## config.mk

```make
export PLATFORM = sky130hd
export DESIGN_NAME = tilt_fir_led_pwm_display_top
export DESIGN_NICKNAME = d
export VERILOG_FILES = /design/src/rtl/tfld_pkg.sv /design/src/rtl/tfld_front.sv /design/src/rtl/tfld_back.sv /design/src/rtl/tilt_fir_led_pwm_display_top.sv
export SDC_FILE = /design/constraint.sdc
export NUM_CORES = 2
export LEC_CHECK = 0
export BUFFER_PORTS_ARGS = -buffer_cell sky130_fd_sc_hd__buf_2
export CAP_MARGIN = 20
export CORE_MARGIN = 2
export CORE_UTILIZATION = 60
export DETAILED_ROUTE_END_ITERATION = 16
export GPL_TIMING_DRIVEN = 0
export PLACE_DENSITY = 0.76
export SLEW_MARGIN = 30
export SYNTH_ARGS = -nofsm -noshare
export SYNTH_HDL_FRONTEND = slang
export SYNTH_HIERARCHICAL = 1
export SYNTH_SLANG_ARGS = --single-unit
```

## constraint.sdc

```tcl
create_clock -name clk -period 10.4 [get_ports clk]
set_clock_uncertainty 0.15 [all_clocks]
set_input_delay 1.56 -clock clk [delete_from_list [all_inputs] [get_ports clk]]
set_output_delay 1.56 -clock clk [all_outputs]
set_load 0.1 [all_outputs]
```

## src/rtl/tfld_pkg.sv

```systemverilog
`timescale 1ns / 1ps
package tfld_pkg;

  localparam int COEF_REGS   = 5;
  localparam int COEF_BITS   = 17;
  localparam int CFG_IDX_W   = 3;
  localparam int CFG_DATA_W  = 17;
  localparam int Q_BITS      = 16;
  localparam int VAL_W       = 9;
  localparam int PWM_W       = 5;

  typedef logic signed [COEF_BITS-1:0] coef_t;

  localparam coef_t COEF_DEFAULT = 17'sd13107;

  localparam logic [CFG_IDX_W-1:0] CFG_MODE  = 3'd0;
  localparam logic [CFG_IDX_W-1:0] CFG_COEF0 = 3'd1;
  localparam logic [CFG_IDX_W-1:0] CFG_COEF4 = 3'd5;

  localparam logic [VAL_W-1:0] LEVEL_OFFSET = 9'h1e0;  // -32
  localparam logic [PWM_W-1:0] PWM_LAST     = 5'd16;   // wrap when above

  typedef enum logic [0:0] {
    ITEM_SAMPLE = 1'b0,
    ITEM_TICK   = 1'b1
  } item_kind_t;

  typedef struct packed {
    logic       valid;
    item_kind_t kind;
  } head_t;

  function automatic logic [7:0] led_of(input logic [2:0] p);
    logic [7:0] r;
    case (p)
      3'd0: r = 8'h08;
      3'd1: r = 8'h04;
      3'd2: r = 8'h02;
      3'd3: r = 8'h01;
      3'd4: r = 8'h80;
      3'd5: r = 8'h40;
      3'd6: r = 8'h20;
      3'd7: r = 8'h10;
      default: r = 8'h00;
    endcase
    return r;
  endfunction

endpackage

```

## src/rtl/tfld_front.sv

```systemverilog
`timescale 1ns / 1ps
module tfld_front #(
  parameter int SAMPLE_BITS = 16
) (
  input  logic                          clk,
  input  logic                          rst,
  input  logic                          in_valid,
  output logic                          in_stall,
  input  logic                          command,
  input  logic signed [SAMPLE_BITS-1:0] sample,
  input  logic                          pop,
  output tfld_pkg::head_t               head,
  output logic signed [SAMPLE_BITS-1:0] head_sample
);
  import tfld_pkg::*;

  item_kind_t                    kind_mem   [2];
  logic signed [SAMPLE_BITS-1:0] sample_mem [2];
  logic                          rd_ptr;
  logic                          wr_ptr;
  logic [1:0]                    count;
  logic                          push;

  assign in_stall = (count == 2'd2);
  assign push     = in_valid && !in_stall;

  always_ff @(posedge clk) begin
    if (rst) begin
      rd_ptr <= 1'b0;
      wr_ptr <= 1'b0;
      count  <= 2'd0;
    end else begin
      if (push) begin
        wr_ptr <= !wr_ptr;
      end
      if (pop) begin
        rd_ptr <= !rd_ptr;
      end
      if (push && !pop) begin
        count <= count + 2'd1;
      end else if (pop && !push) begin
        count <= count - 2'd1;
      end
    end
  end

  // classify on entry
  always_ff @(posedge clk) begin
    if (push) begin
      kind_mem[wr_ptr]   <= item_kind_t'(command);
      sample_mem[wr_ptr] <= sample;
    end
  end

  assign head.valid  = (count != 2'd0);
  assign head.kind   = kind_mem[rd_ptr];
  assign head_sample = sample_mem[rd_ptr];

endmodule

```

## src/rtl/tfld_back.sv

```systemverilog
`timescale 1ns / 1ps
module tfld_back #(
  parameter int TAPS        = 5,
  parameter int SAMPLE_BITS = 16
) (
  input  logic                          clk,
  input  logic                          rst,
  input  tfld_pkg::head_t               head,
  input  logic signed [SAMPLE_BITS-1:0] head_sample,
  output logic                          pop,
  input  logic [1:0]                    mode,
  input  tfld_pkg::coef_t               coef [tfld_pkg::COEF_REGS],
  output logic                          out_valid,
  input  logic                          out_stall,
  output logic [7:0]                    leds
);
  import tfld_pkg::*;

  localparam int PROD_W = COEF_BITS + SAMPLE_BITS;
  localparam int SUM_W  = PROD_W + $clog2(TAPS);

  logic                          en;
  logic                          filt_now;
  logic signed [SAMPLE_BITS-1:0] taps_q  [TAPS];
  logic signed [SAMPLE_BITS-1:0] line_in [TAPS];
  coef_t                         coef_sel [TAPS];
  logic signed [PROD_W-1:0]      prod_d  [TAPS];
  logic signed [PROD_W-1:0]      prod_q  [TAPS];

  logic                          s1_valid;
  item_kind_t                    s1_kind;
  logic                          s1_filt;
  logic signed [SAMPLE_BITS-1:0] s1_sample;

  logic signed [SUM_W-1:0]       sum;
  logic signed [SUM_W-1:0]       adj;
  logic signed [SUM_W-1:0]       quot;
  logic signed [SUM_W-1:0]       byp;
  logic [VAL_W-1:0]              filt_low;
  logic [VAL_W-1:0]              val;

  logic [7:0]                    base_pattern;
  logic [PWM_W-1:0]              drive_level;
  logic [PWM_W-1:0]              pwm_count;

  assign en       = !out_valid || !out_stall;
  assign pop      = en && head.valid;
  assign filt_now = (head.kind == ITEM_SAMPLE) && (mode[0] ^ mode[1]);

  for (genvar i = 0; i < TAPS; i++) begin : g_tap
    if (i < COEF_REGS) begin : g_reg
      assign coef_sel[i] = coef[i];
    end else begin : g_fix
      assign coef_sel[i] = COEF_DEFAULT;
    end
    if (i == 0) begin : g_new
      assign line_in[i] = head_sample;
    end else begin : g_old
      assign line_in[i] = taps_q[i-1];
    end
    assign prod_d[i] = PROD_W'(coef_sel[i]) * PROD_W'(line_in[i]);
  end

  // delay line, newest in slot 0
  always_ff @(posedge clk) begin
    if (rst) begin
      for (int i = 0; i < TAPS; i++) begin
        taps_q[i] <= '0;
      end
    end else if (pop && filt_now) begin
      for (int i = 0; i < TAPS; i++) begin
        taps_q[i] <= line_in[i];
      end
    end
  end

  // product stage
  always_ff @(posedge clk) begin
    if (rst) begin
      s1_valid <= 1'b0;
    end else if (en) begin
      s1_valid <= head.valid;
    end
  end

  always_ff @(posedge clk) begin
    if (pop) begin
      s1_kind   <= head.kind;
      s1_filt   <= filt_now;
      s1_sample <= head_sample;
      prod_q    <= prod_d;
    end
  end

  // sum, truncate toward zero, pick filtered or bypass sample, offset
  always_comb begin
    sum = '0;
    for (int i = 0; i < TAPS; i++) begin
      sum = sum + SUM_W'(prod_q[i]);
    end
    adj      = sum[SUM_W-1] ? sum + SUM_W'((1 << Q_BITS) - 1) : sum;
    quot     = adj >>> Q_BITS;
    byp      = SUM_W'(s1_sample);
    filt_low = s1_filt ? quot[VAL_W-1:0] : byp[VAL_W-1:0];
    val      = filt_low + LEVEL_OFFSET;
  end

  always_ff @(posedge clk) begin
    if (rst) begin
      out_valid    <= 1'b0;
      base_pattern <= '0;
      drive_level  <= '0;
      pwm_count    <= '0;
    end else if (en) begin
      out_valid <= s1_valid && (s1_kind == ITEM_TICK);
      if (s1_valid) begin
        if (s1_kind == ITEM_TICK) begin
          pwm_count <= (pwm_count > PWM_LAST) ? '0 : pwm_count + 1'b1;
        end else begin
          base_pattern <= led_of(val[8:6]);
          drive_level  <= val[5:1];
        end
      end
    end
  end

  always_ff @(posedge clk) begin
    if (en && s1_valid && (s1_kind == ITEM_TICK)) begin
      leds <= (pwm_count < drive_level) ? {1'b0, base_pattern[7:1]} : base_pattern;
    end
  end

endmodule

```

## src/rtl/tilt_fir_led_pwm_display_top.sv

```systemverilog
`timescale 1ns / 1ps
// Tilt display: each accepted word is a sample (command 0) or a timer tick (command 1).
// A sample, optionally run through a TAPS-tap Q16 FIR, sets the one-hot LED pointer and
// its dim level; each tick returns one leds word, with the pointer shifted down one bit
// while the 0..17 PWM counter is below the level. One word is accepted per cycle while
// in_stall is low; a tick's result passes through the two-word input queue and the
// registered product stage, then sits in the output register.
module tilt_fir_led_pwm_display_top #(
  parameter int TAPS        = 5,
  parameter int SAMPLE_BITS = 16
) (
  input  logic                                clk,
  input  logic                                rst,
  input  logic                                in_valid,
  output logic                                in_stall,
  input  logic                                command,
  input  logic signed [SAMPLE_BITS-1:0]       sample,
  output logic                                out_valid,
  input  logic                                out_stall,
  output logic [7:0]                          leds,
  input  logic                                cfg_we,
  input  logic [tfld_pkg::CFG_IDX_W-1:0]      cfg_index,
  input  logic [tfld_pkg::CFG_DATA_W-1:0]     cfg_data
);
  import tfld_pkg::*;

  logic [1:0]                    filter_mode;
  coef_t                         coef [COEF_REGS];
  head_t                         head;
  logic signed [SAMPLE_BITS-1:0] head_sample;
  logic                          pop;

  always_ff @(posedge clk) begin
    if (rst) begin
      filter_mode <= 2'd0;
      for (int i = 0; i < COEF_REGS; i++) begin
        coef[i] <= COEF_DEFAULT;
      end
    end else if (cfg_we) begin
      if (cfg_index == CFG_MODE) begin
        filter_mode <= cfg_data[1:0];
      end else if (cfg_index inside {[CFG_COEF0:CFG_COEF4]}) begin
        coef[3'(cfg_index - CFG_COEF0)] <= coef_t'(cfg_data);
      end
    end
  end

  tfld_front #(
    .SAMPLE_BITS(SAMPLE_BITS)
  ) u_front (
    .clk        (clk),
    .rst        (rst),
    .in_valid   (in_valid),
    .in_stall   (in_stall),
    .command    (command),
    .sample     (sample),
    .pop        (pop),
    .head       (head),
    .head_sample(head_sample)
  );

  tfld_back #(
    .TAPS       (TAPS),
    .SAMPLE_BITS(SAMPLE_BITS)
  ) u_back (
    .clk        (clk),
    .rst        (rst),
    .head       (head),
    .head_sample(head_sample),
    .pop        (pop),
    .mode       (filter_mode),
    .coef       (coef),
    .out_valid  (out_valid),
    .out_stall  (out_stall),
    .leds       (leds)
  );

  a_pop_needs_word: assert property (@(posedge clk) disable iff (rst)
    pop |-> head.valid)
    else $error("pop from empty queue");

  a_queue_holds: assert property (@(posedge clk) disable iff (rst)
    (head.valid && !pop) |=> head.valid)
    else $error("queued word lost");

  a_pointer_shape: assert property (@(posedge clk) disable iff (rst)
    out_valid |-> ($countones(leds) <= 1))
    else $error("led pattern not one-hot or zero");

  a_reset_clean: assert property (@(posedge clk)
    $past(rst) |-> (!out_valid && !in_stall))
    else $error("handshake not idle after reset");

endmodule
```

==> impl_results.md <==
- Req. time, crit path: between 10 and 15 ns
- Met2 usage: 0.528
- Clock slew at reported path FFs: 0.07 ns
- Synth area leaders: fa_1 43%, edfxtp_1 12%, inv_1 9.1%, ha_1 8.4%, and2_1 5.5%
- Max Clock Freq: 0.106 GHz
- Vias in the first global route: approximately 53000
- Clock Latency Late Sink: 0.61 ns
- Total core area: between 100000 and 150000 sq um
- TritonCTS clock tree: done
- Pin count of the biggest net entering global routing: 91
- Final Max Tran Viols: 0
- Die height: 345 microns
- Met1 GRT Util: 0.450
- Layout cells sized above 1: 0.0332
- Via count: 49800
- # setup viols final: 0
- Hold_ws: 0.324 ns
- Hpwl dp: 158000 microns
- Relative slew slack: 0.317
- Syn Nets: 9036
- Post-synth ARST share: 0
- Drt wl/cell: around 22 microns
- Via/cell ratio: 5.71
- Cts hold-fix bufs: 0
- Resize count post-CTS: 0
- Root Buffer: clkbuf_16
- Initial DRC count: 4007
- Die area: 119000 sq um
- Max Cap Violations: 0
- I/O Buffers: 51
- Worst hold path class: reg2reg
- M3 GR Usage: 0.0853
- Unique cell type count in the Yosys netlist: 97
- Status: completed
- EDFF count, synth: around 280
- Post-Syn Area: around 70000 sq um
- Startpoint types: flip-flop
- CTS max path bufs: 3
- Chip width: 345 microns
- Cell area after layout: approximately 74000 sq um
- Global-route usage over all layers: 0.337
- Nets: just over 9000
- Top-area cell type share of the netlist area: 0.426
- Seq/Total Area, Yosys: 0.153
- Post-layout minimum cycle time: 9.40 ns
- Avg Inst Size Synth: 9.88 sq um
- Critical path endpoint category: flip-flop
- CTS buffer count: between 40 and 50
- Post-synthesis register bit count: 393
- Initial Utilization: 0.607
- Period utilisation layout: 0.904
- Post-CTS Setup Bufs: 0
- Final TNS setup: 0 ns
- Synthesis Warnings: 6
- # rows: roughly 120
- GP Congestion: 0.989
- Commonest cells post-synth: 1681 x inv_1, 1481 x fa_1, 839 x nand2_1
- I/O pin count: 52
- Fin cells: 8714
- RSZ-0062 raised after global routing: no
- TritonCTS Sinks: about 390
- First-pass GRT wire length: between 300000 and 400000 microns
- Synth area leader: fa_1
- Cell count after placement: 8619
- Worst Tran Pin Value: about 1.0 ns
- Crit Path Max Fanout: 10
- Pre-antenna DRT Iters: 6
- Routed wire length: between 150000 and 200000 microns
- Post-Syn Instances: 7047
- Grt ovf: 0
- Most frequent cell after synthesis: inv_1
- FILL cells: approximately 9000
- Crit path arrival time: 9.61 ns
- Layout area overhead: 5.76%
- Antenna violation net count after detailed routing: 0
- Setup Crit Path Kind: reg2reg
- Global route hottest layer: met2
- Antenna violations before repair: 17
- H-tree Lvls: 2
- Placed instance area: 72000 sq um
- Remaining DRCs: 0
- Final hold viol count: 0
- Ys flop type: edfxtp_1
-- final timing paths --
path / start / end / slack [ns] / cells past startpoint
worst max-delay path: flip-flop / u_back/prod_q[162] / 1.00 / 27
worst min-delay path: u_back/base_pattern[4] / u_back/base_pattern[4] / 0.32 / 2
worst max register to register: flip-flop / u_back/prod_q[162] / 1.00 / 27
worst min register to register: u_back/base_pattern[4] / u_back/base_pattern[4] / 0.32 / 2
-- cell families after synthesis --
logic type	count (synthesis)	synth area share
xor gates and xnor gates	197	0.0248
DFF	393	0.153
and+or+nand+nor	1991	0.142
muxes	119	0.0175
buffers and inverters	1928	0.106
adders and majority gates	1947	0.510
AOI/OAI and AO/OA	472	0.0464
-- registers in the layout (all words and copies together) (netlist names), 2 cells and up, named ones only --
name,cells
u_front/count,2
u_front/sample_mem,32
filter_mode,2
u_back/s1_sample,8
u_back/base_pattern,8
u_back/prod_q,165
u_back/pwm_count,5
u_back/leds,8
u_back/taps_q,64
u_front/kind_mem,2
u_back/drive_level,5
coef,85
-- final cells by class --
cell class                      count  area, sq um  share of cell area
Buffer                            247         1070              0.0146
Antenna cell                        9         22.5            0.000306
Multi-Input combinational cell   4726        51600               0.701
Tap cell                         1512         1890              0.0257
Inverter                         1681         6320              0.0858
Clock buffer                       58         1270              0.0172
Clock inverter                     28          368             0.00500
Timing Repair Buffer               60          418             0.00568
Sequential cell                   393        10700               0.145
-- through the flow --
| step | setup slack [ns] | utilization |
|---|---|---|
| after floorplan | 2.21 | - |
| after CTS | 1.19 | 0.642 |
| final | 1.00 | 0.642 |
| after global placement | -2.82 | 0.626 |
| after global routing | 0.766 | 0.642 |
| after detailed placement | 1.26 | 0.628 |
-- layout by cell type, fill, tap and decap left out, drive strengths merged, types with 9 or more instances in the layout --
cell type and n:
clkbuf 289, a31o 9, o41ai 12, o21a 23, diode 9, a21o 68, or3 26, a211oi 19
and2 613, nand2 840, and3 19, buf 74, edfxtp 281, mux2i 95, ha 466, dfxtp 112
nand2b 147, o21bai 20, inv 1688, mux2 24, nand3 35, nand4 18, a21oi 120, xor2 60
nor3 55, xnor2 137, clkinv 14, or2 11, o311ai 9, nor2b 18, o211ai 17, fa 1481
nor2 175, a31oi 21, o21ai 73
-- metal layers --
metal / routed length (microns) / vias up
met5: 95 / -
met4: 9470 / 14
met3: 21200 / 536
met2: 87600 / 2521
met1: 73800 / 25300
li1: - / 21400
-- worst max-delay path: stages, from the launching register on --
cell	delay, ns
dfxtp_1	0.31
buf_2	0.27
buf_4	0.25
mux2_2	0.28
clkbuf_1	0.66
clkbuf_1	0.58
nand2_1	0.18
fa_1	0.48
inv_1	0.09
fa_1	0.41
inv_1	0.09
fa_1	0.44
fa_1	0.56
inv_1	0.05
fa_1	0.48
inv_1	0.05
fa_1	0.48
inv_1	0.05
ha_1	0.37
nand2_1	0.11
or2_2	0.29
o311ai_0	0.43
nand2_1	0.19
o211ai_1	0.47
a311oi_1	0.30
o41ai_1	0.70
a31oi_1	0.21
xnor2_1	0.18
Power is not shown: default switching activity piles up to over one toggle a cycle in this logic, so the estimate is an artifact.
